--- config.mk ---
export PLATFORM = sky130hd
export DESIGN_NAME = peak_hold_level_meter
export DESIGN_NICKNAME = d
export VERILOG_FILES = /design/src/sv/phlm_pkg.sv /design/src/sv/phlm_ram.sv /design/src/sv/phlm_div.sv /design/src/sv/peak_hold_level_meter.sv
export SDC_FILE = /design/constraint.sdc
export NUM_CORES = 1
export LEC_CHECK = 0
export BUFFER_PORTS_ARGS = -buffer_cell sky130_fd_sc_hd__buf_2
export CORE_MARGIN = 2
export CORE_UTILIZATION = 47
export DETAILED_ROUTE_END_ITERATION = 8
export GPL_TIMING_DRIVEN = 0
export PLACE_DENSITY = 0.66
export SLEW_MARGIN = 20
export SYNTH_ARGS = -nofsm -noshare
export SYNTH_HDL_FRONTEND = slang
export SYNTH_SLANG_ARGS = --single-unit
--- constraint.sdc ---
create_clock -name clock -period 5.6 [get_ports clock]
set_input_delay 0.84 -clock clock [delete_from_list [all_inputs] [get_ports clock]]
set_output_delay 0.84 -clock clock [all_outputs]
set_load 0.005 [all_outputs]
--- src/sv/phlm_pkg.sv ---
// Shared types, constants and codes for the peak-hold level meter.
package phlm_pkg;

   localparam int CH_W          = 4;
   localparam int PEAK_W        = 24;
   localparam int DB_W          = 15;
   localparam int CSR_IDX_W     = 2;
   localparam int LEVEL_W       = 4;
   localparam int SYM_W         = 2;
   localparam int DIVIDEND_W    = 19;
   localparam int QUO_W         = 4;
   localparam int CHANNELS_DEF  = 16;

   localparam int REQ_TDATA_W   = 24;
   localparam int REQ_TUSER_W   = 5;
   localparam int RSP_TDATA_W   = 16;
   localparam int RSP_TUSER_W   = 5;

   // register map
   localparam logic [CSR_IDX_W-1:0] CSR_SCALE_FLOOR  = 2'd0;
   localparam logic [CSR_IDX_W-1:0] CSR_SIGNAL_FLOOR = 2'd1;
   localparam logic [CSR_IDX_W-1:0] CSR_DECAY_STEP   = 2'd2;

   localparam logic [DB_W-1:0] SCALE_FLOOR_RST  = 15'd16384;
   localparam logic [DB_W-1:0] SIGNAL_FLOOR_RST = 15'd17920;
   localparam logic [DB_W-1:0] DECAY_STEP_RST   = 15'd256;

   localparam logic signed [PEAK_W-1:0] PEAK_MIN     = 24'sh800000;
   localparam logic signed [PEAK_W-1:0] DISPLAY_GATE = -24'sd15360;

   localparam logic [LEVEL_W-1:0] LEVEL_NONE  = 4'd0;
   localparam logic [LEVEL_W-1:0] LEVEL_FLOOR = 4'd1;
   localparam logic [LEVEL_W-1:0] LEVEL_CLIP  = 4'd13;
   localparam logic [LEVEL_W-1:0] LED_MAX     = 4'd12;
   localparam logic [LEVEL_W-1:0] SHOW_COLON2 = 4'd10;
   localparam logic [LEVEL_W-1:0] SHOW_DOT    = 4'd7;
   localparam logic [LEVEL_W-1:0] SHOW_COLON1 = 4'd4;
   localparam logic [LEVEL_W-1:0] SHOW_LOW    = 4'd1;

   // display characters
   localparam logic [SYM_W-1:0] SYM_SPACE = 2'd0;
   localparam logic [SYM_W-1:0] SYM_DOT   = 2'd1;
   localparam logic [SYM_W-1:0] SYM_COLON = 2'd2;
   localparam logic [SYM_W-1:0] SYM_STAR  = 2'd3;

   typedef struct packed {
      logic                  start;
      logic [DIVIDEND_W-1:0] dividend;
      logic [DB_W-1:0]       divisor;
   } div_req_type;

endpackage

--- src/sv/phlm_ram.sv ---
// Generic single-write, single-read RAM with registered read data.
module phlm_ram #(
   parameter int WIDTH = 24,
   parameter int DEPTH = 16
) (
   input  logic                                  clock,
   input  logic                                  wr_en,
   input  logic [(DEPTH > 1 ? $clog2(DEPTH) : 1)-1:0] wr_addr,
   input  logic [WIDTH-1:0]                      wr_data,
   input  logic [(DEPTH > 1 ? $clog2(DEPTH) : 1)-1:0] rd_addr,
   output logic [WIDTH-1:0]                      rd_data
);

   logic [WIDTH-1:0] mem_ff [DEPTH];
   logic [WIDTH-1:0] rd_data_ff;

   always_ff @(posedge clock) begin
      if (wr_en) begin
         mem_ff[wr_addr] <= wr_data;
      end
      rd_data_ff <= mem_ff[rd_addr];
   end

   assign rd_data = rd_data_ff;

endmodule

--- src/sv/phlm_div.sv ---
// Iterative restoring divider, one quotient bit per cycle, 4-bit quotient.
module phlm_div (
   input  logic                       clock,
   input  logic                       reset,
   input  phlm_pkg::div_req_type      req,
   output logic                       done,
   output logic [phlm_pkg::QUO_W-1:0] quotient
);
   import phlm_pkg::*;

   localparam int DVS_W = DB_W + QUO_W - 1;
   localparam int CNT_W = $clog2(QUO_W);

   logic [DIVIDEND_W-1:0] rem_ff, rem_in;
   logic [DVS_W-1:0]      dvs_ff, dvs_in;
   logic [QUO_W-1:0]      quo_ff, quo_in;
   logic [CNT_W-1:0]      cnt_ff, cnt_in;
   logic                  busy_ff, busy_in;
   logic                  done_ff, done_in;
   logic [DIVIDEND_W-1:0] dvs_ext;
   logic                  fits;

   assign dvs_ext = DIVIDEND_W'(dvs_ff);
   assign fits    = rem_ff >= dvs_ext;

   always_comb begin
      rem_in  = rem_ff;
      dvs_in  = dvs_ff;
      quo_in  = quo_ff;
      cnt_in  = cnt_ff;
      busy_in = busy_ff;
      done_in = 1'b0;
      if (req.start) begin
         rem_in  = req.dividend;
         dvs_in  = {req.divisor, (QUO_W-1)'(0)};
         quo_in  = '0;
         cnt_in  = '0;
         busy_in = 1'b1;
      end else if (busy_ff) begin
         // one trial subtract per cycle, divisor walks down one bit
         if (fits) begin
            rem_in = rem_ff - dvs_ext;
         end
         quo_in = {quo_ff[QUO_W-2:0], fits};
         dvs_in = dvs_ff >> 1;
         cnt_in = cnt_ff + 1'b1;
         if (cnt_ff == CNT_W'(QUO_W-1)) begin
            busy_in = 1'b0;
            done_in = 1'b1;
         end
      end
   end

   always_ff @(posedge clock) begin
      if (reset) begin
         busy_ff <= 1'b0;
         done_ff <= 1'b0;
         cnt_ff  <= '0;
      end else begin
         busy_ff <= busy_in;
         done_ff <= done_in;
         cnt_ff  <= cnt_in;
      end
      rem_ff <= rem_in;
      dvs_ff <= dvs_in;
      quo_ff <= quo_in;
   end

   assign done     = done_ff;
   assign quotient = quo_ff;

endmodule

--- src/sv/peak_hold_level_meter.sv ---
// Top level of the per-channel peak-hold level meter.
//
// Usage:
//  - req channel: one transfer per meter update. tuser carries the channel
//    index and the active flag, tdata the new peak in dB (signed, 8 fraction
//    bits). The block takes one item at a time; req_tready is high only while
//    the sequencer is idle and out of reset.
//  - rsp channel: exactly one transfer per request, in request order, with the
//    LED segment count, the two display characters and the clip flag.
//  - csr channel: register writes (scale floor, signal floor, decay step),
//    ready whenever out of reset. Write only while no request is in flight.
//  - Path: an active channel passes the read, decay, merge and quantize states
//    and, when the level is not decided by a threshold, the linear segment's
//    4-step divider before the result; an inactive channel goes straight to
//    the result. The divider and the held-peak RAM read/write pass set the path.
//  - Between requests, with rsp not stalled: the sequencer returns to idle
//    on the edge the result is registered and accepts on the next one.
//  - The result sits in an output register, so a new request is taken while
//    the last result waits; a further result waits in the sequencer until the
//    receiver drains rsp.
//  - Reset: registers return to their defaults and every channel's held peak
//    reads as silence (per-channel valid bits), with no clearing pass.
module peak_hold_level_meter #(
   parameter int CHANNELS = phlm_pkg::CHANNELS_DEF
) (
   input  logic                             clock,
   input  logic                             reset,
   // req: tdata = peak_db[23:0]; tuser = channel[3:0], active[4]
   input  logic                             req_tvalid,
   output logic                             req_tready,
   input  logic [phlm_pkg::REQ_TDATA_W-1:0] req_tdata,
   input  logic [phlm_pkg::REQ_TUSER_W-1:0] req_tuser,
   // rsp: tdata = led_level[3:0], top_symbol[5:4], bottom_symbol[7:6],
   //      clip[8], zero[15:9]; tuser = channel_out[3:0], led_valid[4]
   output logic                             rsp_tvalid,
   input  logic                             rsp_tready,
   output logic [phlm_pkg::RSP_TDATA_W-1:0] rsp_tdata,
   output logic [phlm_pkg::RSP_TUSER_W-1:0] rsp_tuser,
   // csr write channel
   input  logic                             csr_valid,
   output logic                             csr_ready,
   input  logic [phlm_pkg::CSR_IDX_W-1:0]   csr_index,
   input  logic [phlm_pkg::DB_W-1:0]        csr_data
);
   import phlm_pkg::*;

   localparam int AW   = (CHANNELS > 1) ? $clog2(CHANNELS) : 1;
   localparam int EW   = (AW > CH_W) ? AW : CH_W;
   localparam int WIDE = PEAK_W + 1;

   typedef enum logic [6:0] {
      ST_IDLE  = 7'b0000001,
      ST_READ  = 7'b0000010,
      ST_DECAY = 7'b0000100,
      ST_MERGE = 7'b0001000,
      ST_QUANT = 7'b0010000,
      ST_DIV   = 7'b0100000,
      ST_DONE  = 7'b1000000
   } state_type;

   state_type state_ff, state_in;

   logic [DB_W-1:0] scale_ff, scale_in;
   logic [DB_W-1:0] sig_ff, sig_in;
   logic [DB_W-1:0] decay_ff, decay_in;

   logic [CH_W-1:0]          ch_ff, ch_in;
   logic                     active_ff, active_in;
   logic                     inrange_ff, inrange_in;
   logic signed [PEAK_W-1:0] peak_ff, peak_in;
   logic signed [PEAK_W-1:0] hold_ff, hold_in;
   logic [LEVEL_W-1:0]       level_ff, level_in;
   logic [CHANNELS-1:0]      seen_ff, seen_in;

   logic                     rsp_valid_ff, rsp_valid_in;
   logic [RSP_TDATA_W-1:0]   rsp_data_ff, rsp_data_in;
   logic [RSP_TUSER_W-1:0]   rsp_user_ff, rsp_user_in;

   logic [EW-1:0]            ch_ext;
   logic [AW-1:0]            addr;
   logic                     ram_wr;
   logic [PEAK_W-1:0]        ram_rd;
   logic signed [PEAK_W-1:0] stored;
   logic signed [WIDE-1:0]   hold_w, neg_2scale, neg_sig, neg_scale, decayed;
   logic [WIDE-1:0]          numer_w;
   logic [DB_W-1:0]          numer;
   div_req_type              div_req;
   logic                     div_done;
   logic [QUO_W-1:0]         div_quo;
   logic                     out_free;
   logic                     clip;
   logic [LEVEL_W-1:0]       led, shown;
   logic [SYM_W-1:0]         top_sym, bot_sym;

   assign ch_ext     = EW'(ch_ff);
   assign addr       = ch_ext[AW-1:0];
   assign req_tready = (state_ff == ST_IDLE) && !reset;
   assign csr_ready  = !reset;
   assign out_free   = !rsp_valid_ff || rsp_tready;

   // held peak per channel
   phlm_ram #(
      .WIDTH (PEAK_W),
      .DEPTH (CHANNELS)
   ) u_hold_ram (
      .clock   (clock),
      .wr_en   (ram_wr),
      .wr_addr (addr),
      .wr_data (hold_in),
      .rd_addr (addr),
      .rd_data (ram_rd)
   );

   phlm_div u_div (
      .clock    (clock),
      .reset    (reset),
      .req      (div_req),
      .done     (div_done),
      .quotient (div_quo)
   );

   // never-written channel reads as silence
   assign stored     = seen_ff[addr] ? $signed(ram_rd) : PEAK_MIN;
   assign hold_w     = WIDE'(hold_ff);
   assign neg_2scale = -$signed({(WIDE-DB_W-1)'(0), scale_ff, 1'b0});
   assign neg_scale  = -$signed({(WIDE-DB_W)'(0), scale_ff});
   assign neg_sig    = -$signed({(WIDE-DB_W)'(0), sig_ff});
   assign decayed    = WIDE'(stored) - $signed({(WIDE-DB_W-1)'(0), decay_ff, 1'b0});
   assign numer_w    = unsigned'(hold_w) + WIDE'(scale_ff);
   assign numer      = numer_w[DB_W-1:0];

   // result formatting
   assign clip  = !hold_ff[PEAK_W-1];
   assign led   = (level_ff > LED_MAX) ? LED_MAX : level_ff;
   assign shown = (hold_ff > DISPLAY_GATE) ? level_ff : LEVEL_NONE;

   always_comb begin
      top_sym = SYM_SPACE;
      bot_sym = SYM_SPACE;
      priority if (shown >= SHOW_COLON2) begin
         top_sym = SYM_COLON;
         bot_sym = SYM_COLON;
      end else if (shown >= SHOW_DOT) begin
         top_sym = SYM_DOT;
         bot_sym = SYM_COLON;
      end else if (shown >= SHOW_COLON1) begin
         bot_sym = SYM_COLON;
      end else if (shown >= SHOW_LOW) begin
         bot_sym = SYM_DOT;
      end else begin
         bot_sym = SYM_SPACE;
      end
      if (clip) begin
         top_sym = SYM_STAR;
      end
   end

   // csr writes
   always_comb begin
      scale_in = scale_ff;
      sig_in   = sig_ff;
      decay_in = decay_ff;
      if (csr_valid) begin
         unique case (csr_index)
            CSR_SCALE_FLOOR:  scale_in = csr_data;
            CSR_SIGNAL_FLOOR: sig_in   = csr_data;
            CSR_DECAY_STEP:   decay_in = csr_data;
            default:          ;
         endcase
      end
   end

   // sequencer
   always_comb begin
      state_in     = state_ff;
      ch_in        = ch_ff;
      active_in    = active_ff;
      inrange_in   = inrange_ff;
      peak_in      = peak_ff;
      hold_in      = hold_ff;
      level_in     = level_ff;
      seen_in      = seen_ff;
      ram_wr       = 1'b0;
      div_req      = '{start: 1'b0, dividend: '0, divisor: scale_ff};
      rsp_valid_in = rsp_valid_ff && !rsp_tready;
      rsp_data_in  = rsp_data_ff;
      rsp_user_in  = rsp_user_ff;
      unique case (state_ff)
         ST_IDLE: begin
            if (req_tvalid) begin
               ch_in      = req_tuser[CH_W-1:0];
               active_in  = req_tuser[CH_W];
               peak_in    = $signed(req_tdata[PEAK_W-1:0]);
               inrange_in = int'(req_tuser[CH_W-1:0]) < CHANNELS;
               state_in   = req_tuser[CH_W] ? ST_READ : ST_DONE;
            end
         end
         ST_READ: begin
            // RAM read address is up this cycle
            state_in = ST_DECAY;
         end
         ST_DECAY: begin
            hold_in = stored;
            if (WIDE'(stored) > neg_2scale) begin
               hold_in = decayed[PEAK_W-1:0];
            end
            state_in = ST_MERGE;
         end
         ST_MERGE: begin
            if (!inrange_ff || peak_ff > hold_ff) begin
               hold_in = peak_ff;
            end
            if (inrange_ff) begin
               ram_wr        = 1'b1;
               seen_in[addr] = 1'b1;
            end
            state_in = ST_QUANT;
         end
         ST_QUANT: begin
            state_in = ST_DONE;
            priority if (!hold_ff[PEAK_W-1]) begin
               level_in = LEVEL_CLIP;
            end else if (hold_w <= neg_sig) begin
               level_in = LEVEL_NONE;
            end else if (hold_w <= neg_scale || scale_ff == '0) begin
               level_in = LEVEL_FLOOR;
            end else begin
               // (p + scale) * 11 / scale, times 11 as shift-add
               div_req.start    = 1'b1;
               div_req.dividend = (DIVIDEND_W'(numer) << 3) + (DIVIDEND_W'(numer) << 1)
                                  + DIVIDEND_W'(numer);
               state_in         = ST_DIV;
            end
         end
         ST_DIV: begin
            if (div_done) begin
               level_in = div_quo + 1'b1;
               state_in = ST_DONE;
            end
         end
         ST_DONE: begin
            if (out_free) begin
               rsp_valid_in = 1'b1;
               rsp_user_in  = {active_ff, ch_ff};
               if (active_ff) begin
                  rsp_data_in = RSP_TDATA_W'({clip, bot_sym, top_sym, led});
               end else begin
                  rsp_data_in = '0;
               end
               state_in = ST_IDLE;
            end
         end
         default: state_in = ST_IDLE;
      endcase
   end

   always_ff @(posedge clock) begin
      if (reset) begin
         state_ff     <= ST_IDLE;
         scale_ff     <= SCALE_FLOOR_RST;
         sig_ff       <= SIGNAL_FLOOR_RST;
         decay_ff     <= DECAY_STEP_RST;
         seen_ff      <= '0;
         rsp_valid_ff <= 1'b0;
      end else begin
         state_ff     <= state_in;
         scale_ff     <= scale_in;
         sig_ff       <= sig_in;
         decay_ff     <= decay_in;
         seen_ff      <= seen_in;
         rsp_valid_ff <= rsp_valid_in;
      end
      ch_ff       <= ch_in;
      active_ff   <= active_in;
      inrange_ff  <= inrange_in;
      peak_ff     <= peak_in;
      hold_ff     <= hold_in;
      level_ff    <= level_in;
      rsp_data_ff <= rsp_data_in;
      rsp_user_ff <= rsp_user_in;
   end

   assign rsp_tvalid = rsp_valid_ff;
   assign rsp_tdata  = rsp_data_ff;
   assign rsp_tuser  = rsp_user_ff;

endmodule

; ---- Word level (Yosys, flattened, before mapping)
; Memories as Yosys holds them, arrays and structs flattened. A register that Yosys moved wholly into a read port is not among the register bits.
; Cells that the tools add are included.
[totals]
inputBits = 51
reg_bits = 192
output_inout_bits = 24
romBits = 0
latchBits = 0
ram_bits = 384
mem_count = 1
[mem_list]
columns = memory, depth, word_bits, read_ports, rd_clocked_by_memory_dff, write_ports, line
row1 = u_hold_ram.mem_ff, 16, 24, 1, 1, 1, phlm_ram.sv:14  ; logic [WIDTH-1:0] mem_ff [DEPTH];
[classes]
bitwise = 3
reduce_logical = 26
addsub = 10
n_mul = 0
magnitude_cmp = 13
shifts = 0
n_eq_ne = 14
muxes = 48
n_div = 0
[ops]
columns = op, count
row1 = 20-bit 2-to-1 mux, 4
row2 = 24-bit 2-to-1 mux, 3
row3 = 19-bit 2-to-1 mux, 3
row4 = 24-bit by 25-bit less-or-equal comparator with 1-bit output, 2
row5 = 15-bit negator with 25-bit output, 2
row6 = 7-bit 2-to-1 mux, 7
row7 = 7-bit one-hot mux with 7 select lines, 1
row8 = 24-bit one-hot mux with 2 select lines, 1
row9 = 18-bit 2-to-1 mux, 2
row10 = 24-bit by 25-bit > comparator with 1-bit output, 1
row11 = 16-bit negator with 25-bit output, 1
row12 = "24-bit by 15-bit > comparator with 1-bit output, second input constant", 1
row13 = 24-bit > comparator, 1
row14 = 4-bit 2-to-1 mux, 6
row15 = 24-bit by 17-bit subtractor with 24-bit output, 1
row16 = 18-bit by 16-bit adder with 19-bit output, 1
row17 = 19-bit by 15-bit adder with 19-bit output, 1
row18 = 19-bit by 18-bit >= comparator with 1-bit output, 1
row19 = 19-bit by 18-bit subtractor with 19-bit output, 1
row20 = 16-bit bitwise OR, 1
row21 = 15-bit adder, 1
row22 = 15-bit zero test, 1
row23 = 1-bit 2-to-1 mux, 13
row24 = 2-bit AND reduction, 6
row25 = 33 further kinds, 52

; ---- Longest topological paths before layout
[logic_depth]
word_depth = 9
ltp_mapped = 20

; ---- Modules after synthesis
; Synthesis repeated with hierarchy kept, for this count alone.
[unflattened]
cells_unflattened = 2286
area_unflattened_um2 = 29046.6
[by_module_without_submodules]
columns = module, cells_per_inst, instances, area_per_inst_um2
row1 = phlm_ram, 636, 1, 14930.6
row2 = peak_hold_level_meter, 1321, 1, 11164.5
row3 = phlm_div, 329, 1, 2951.6

; ---- Worst setup path before layout
; No wires, ideal clock.
[synth_timing]
path_type = register to register
start = register scale_ff[2]
end = memory u_hold_ram.mem_ff[0][23], data pin
t_arrival_ps = 4727
path_slack_ps = 536
setup_ps = 337
required_ps = 5263
n_path_buf = 1
path_stages_with_launch = 15
cell_sequence = dfxtp_1 > or4_1 > or3_4 > nor4_1 > nand2_1 > xnor2_1 > ha_1 > nand4_1 > nor3_1 > or3b_2 > a21o_1 > buf_2 > a2111oi_0 > o21ai_0 > o21ai_0
[synth_between]
elab_chain_len = 4
[synth_lines]
columns = element, line
row1 = start: declaration, peak_hold_level_meter.sv:63  ; logic [DB_W-1:0] scale_ff, scale_in;
row2 = start signal: assignment, peak_hold_level_meter.sv:267  ; scale_ff <= scale_in;
row3 = 16-bit negator with 25-bit output, peak_hold_level_meter.sv:125  ; assign neg_2scale = -$signed({(WIDE-DB_W-1)'(0), scale_ff, 1'b0});
row4 = 24-bit by 25-bit > comparator with 1-bit output, peak_hold_level_meter.sv:204  ; if (WIDE'(stored) > neg_2scale) begin
row5 = 24-bit 2-to-1 mux, peak_hold_level_meter.sv:204
row6 = 24-bit one-hot mux with 2 select lines, peak_hold_level_meter.sv:188  ; unique case (state_ff)
row7 = named net hold_in[23], peak_hold_level_meter.sv:71  ; logic signed [PEAK_W-1:0] hold_ff, hold_in;
row8 = end: declaration, phlm_ram.sv:14
; The timed path passes the listed nets, and every way through them passes these cells.

; ---- Worst setup path after layout
[layout_timing]
start = register scale_ff[3]
end = memory u_hold_ram.mem_ff[0][13], data pin
; Same word-level chain as after synthesis.

==> metrics.yaml <==
synth:
  yosysSeqAreaShare_pct: 57.7
  syn_avg_cell_area_um2: 13.2
  ys_ff_latch: 593
  synthTopCellsByArea: "edfxtp_1 49%, mux4_2 9.7%, dfxtp_1 8.9%"
  synth-edff-count: 465
  synth_area_um2: 28600
  synth_top_cell_area_share_pct: 48.7
  netlist_instances: 2163
  yosys.cell_types.count: 75
  synth_top_area_cell: "edfxtp_1"
  yosysWarnings: 0
  synthFlopType: "edfxtp_1"
  synth_commonest_cells: "465 x edfxtp_1, 185 x nand2_1, 176 x ha_1"
  synthMostInstantiatedCell: "edfxtp_1"
  async_flop_share_pct: 0
power_and_ir_drop:
  p_leak_uw: 0.0120
  p_per_area_nw_per_um2: 334
  p_int_uw: 8170
  pwr-share-seq_pct: 46.3
  p_clk_share_pct: 39.7
  p_sw_uw: 2820
  vdd_ir_drop_max_mv: 0.300
  p_comb_share_pct: 14.0
  switching_share_pct: 25.7
run:
  drv_cap: 0
final_layout:
  drive_gt1_share_pct: 17.2
  finalNonFillerCells: 3163
  synthToLayoutAreaGrowth_pct: 14.8
  final_nets: 2563
  post-route-util_pct: 54.5
  n_antenna_cell: 0
grt:
  grt_util_all_layers_pct: 23.9
  top_usage_layer: "met2"
  grt_pass1_vias: 18700
  grt_max_degree: 20
  grt_pass1_wl_um: 113000
  antenna_found_initial: 2
  gr-total-overflow: 0
  grt_use_met3_pct: 3.47
  use_met1_pct: 30.9
  met2_usage_pct: 41.4
floorplan:
  core_um2: 60400
  die_x_um: 251
  fp.dieArea_um2: 62900
  start_util_pct: 47.5
  row_count: 90
  ios: 75
  fp.dieH_um: 251
route:
  drc_errors: 0
  via_per_inst: 5.91
  drt_first_pass_iters: 5
  vias: 18700
  ant_nets: 0
  totalWireLength_um: 75300
  drt_iter0_markers: 1495
  wl_per_cell_um: 23.8
setup_path:
  worst-setup-path-type: "reg -> reg"
  reg2reg_slack_ps: 280
  crit_path_start_kind: "flop"
  crit_path_start: "scale_ff[3]"
  critPathMaxFanout: 17
  cp.required_ps: 6010
  r2r_end: "u_hold_ram.mem_ff[0][13]"
  crit_arrival_ps: 5720
  r2r_cells: 14
  cp-endpoint: "u_hold_ram.mem_ff[0][13]"
  timing.rr.start: "scale_ff[3]"
  end_kind: "flop"
sta:
  worstMarginPinSlew_ps: 1050
  max_slew_margin_pct: 29.9
  fmax_ghz: 0.188
  drv_slew: 0
  fin_hold_ws_ps: 363
  post-route-period-util_pct: 94.9
  finalClockSkew_ps: 39.0
  rsz0062_at_grt: "false"
  period_needed_ps: 5320
  final-setup-viol-count: 0
  finalHoldViolCount: 0
clock_network:
  cts_tree: "yes"
  htree_levels: 2
  clkSinkCount: 593
  cts.clk_slew.worst_paths_ps: 60
  clk-insertion-delay-late_ps: 650
  clock_path_buffers: 3
  postCtsHoldBufs: 0
  cts_buffers: 61
  clk_root_buffer_cell: "clkbuf_16"
status:
  status: "finished, final reports clean"
worst_hold_path:
  min_path_type: "in -> reg"
placement:
  gp_congestion: 0.904
  dp.cells: 3047
  dpl.hpwl_um: 54900
  portBuffers: 67
==> timing repair <==
item,4_1_cts,5_1_grt
pin swaps,1,0
gates cloned,0,0
resized for setup,9,13
setup buffers,1,0
endpoints found under the setup margin,276,181
==> critical path, stage by stage (launching register included) <==
cell	delay, ps
dfxtp_1	420
or4_1	580
or3_4	390
nor4_2	560
nand2_1	140
xnor2_1	200
ha_1	320
nand4_1	110
nor3_1	240
or3b_2	480
a21oi_1	480
buf_2	360
nand2_1	90
a21oi_1	330
a221o_2	380
==> state kept, by name (all words and copies together), names as in the netlist, 2 cells and up <==
name                count
peak_ff                24
state_ff                7
sig_ff                 15
scale_ff               15
u_div.rem_ff           19
seen_ff                16
hold_ff                24
decay_ff               15
rsp_tdata               9
u_div.quotient          4
u_div.cnt_ff            2
u_hold_ram.mem_ff     384
addr                    4
level_ff                4
u_div.dvs_ff           18
u_hold_ram.rd_data     24
rsp_tuser               5
==> cell type report <==
cell class,instances,area [µm²]
clock inverters,42,546
inverters,103,387
multi-input cells,1385,11600
flip-flops and latches,593,16500
well taps,782,978
fillers,4909,27500
plain buffers,88,387
clock buffers,73,1650
repair buffers,97,802
==> cells by family after synthesis <==
family | count (synthesis) | share of synthesized area [%]
buffers and inverters | 191 | 2.68
AOI/OAI and AO/OA | 359 | 7.91
muxes | 151 | 10.7
xor gates and xnor gates | 89 | 2.72
adders and majority gates | 183 | 8.18
and+or+nand+nor | 596 | 10.1
DFF | 593 | 57.7
other | 1 | 0.0131
==> how the worst min path moves through the flow <==
stage / cells after the start / startpoint / end
5_1_grt: 1 / req_tuser[1] / addr[1]
3_5_place_dp: 0 / addr[0] / rsp_tuser[0]
2_1_floorplan: 0 / addr[0] / rsp_tuser[0]
3_3_place_gp: 2 / seen_ff[5] / seen_ff[5]
4_1_cts: 1 / req_tuser[2] / addr[2]
6_report: 1 / req_tuser[2] / addr[2]
==> stage by stage <==
step	instance area, µm²	setup TNS (ps)	setup WS [ps]	power, µW
final	32900	0	283	11000
after global routing	32900	0	4.77	11400
after CTS	32800	0	26.7	11100
after detailed placement	30600	-58560	-783	6690
after global placement	30000	-145610	-989	6620
after floorplan	28700	0	536	6150
==> cells in the final DEF (no fill, tap or decap), drive strengths merged, types with 27 or more instances in the layout <==
master  instances
o21ai          82
a21oi         126
a21o           38
xnor2          49
nand4          27
inv           107
nor2          142
clkbuf        132
and2           36
nand2         185
edfxtp        465
xor2           40
buf           126
dfxtp         128
nand3          50
nor3           37
mux4          124
ha            176
==> per-layer routing <==
metal / vias up / share of wire [%]
met3: 139 / 6.0
met2: 638 / 50
met5: - / 0
met1: 9375 / 41
met4: 0 / 3.1
li1: 8529 / -
==> power groups by stage <==
| stage | combinational, µW | sequential, µW | clock, µW |
|---|---|---|---|
| finish | 1530 | 5090 | 4360 |
| CTS | 1530 | 5090 | 4430 |
| global placement | 1440 | 5180 | 0 |
| detailed placement | 1510 | 5180 | 0 |
| global route | 1680 | 5090 | 4610 |
| floorplan | 1050 | 5100 | 0 |
(Power assumes the default switching activity.)
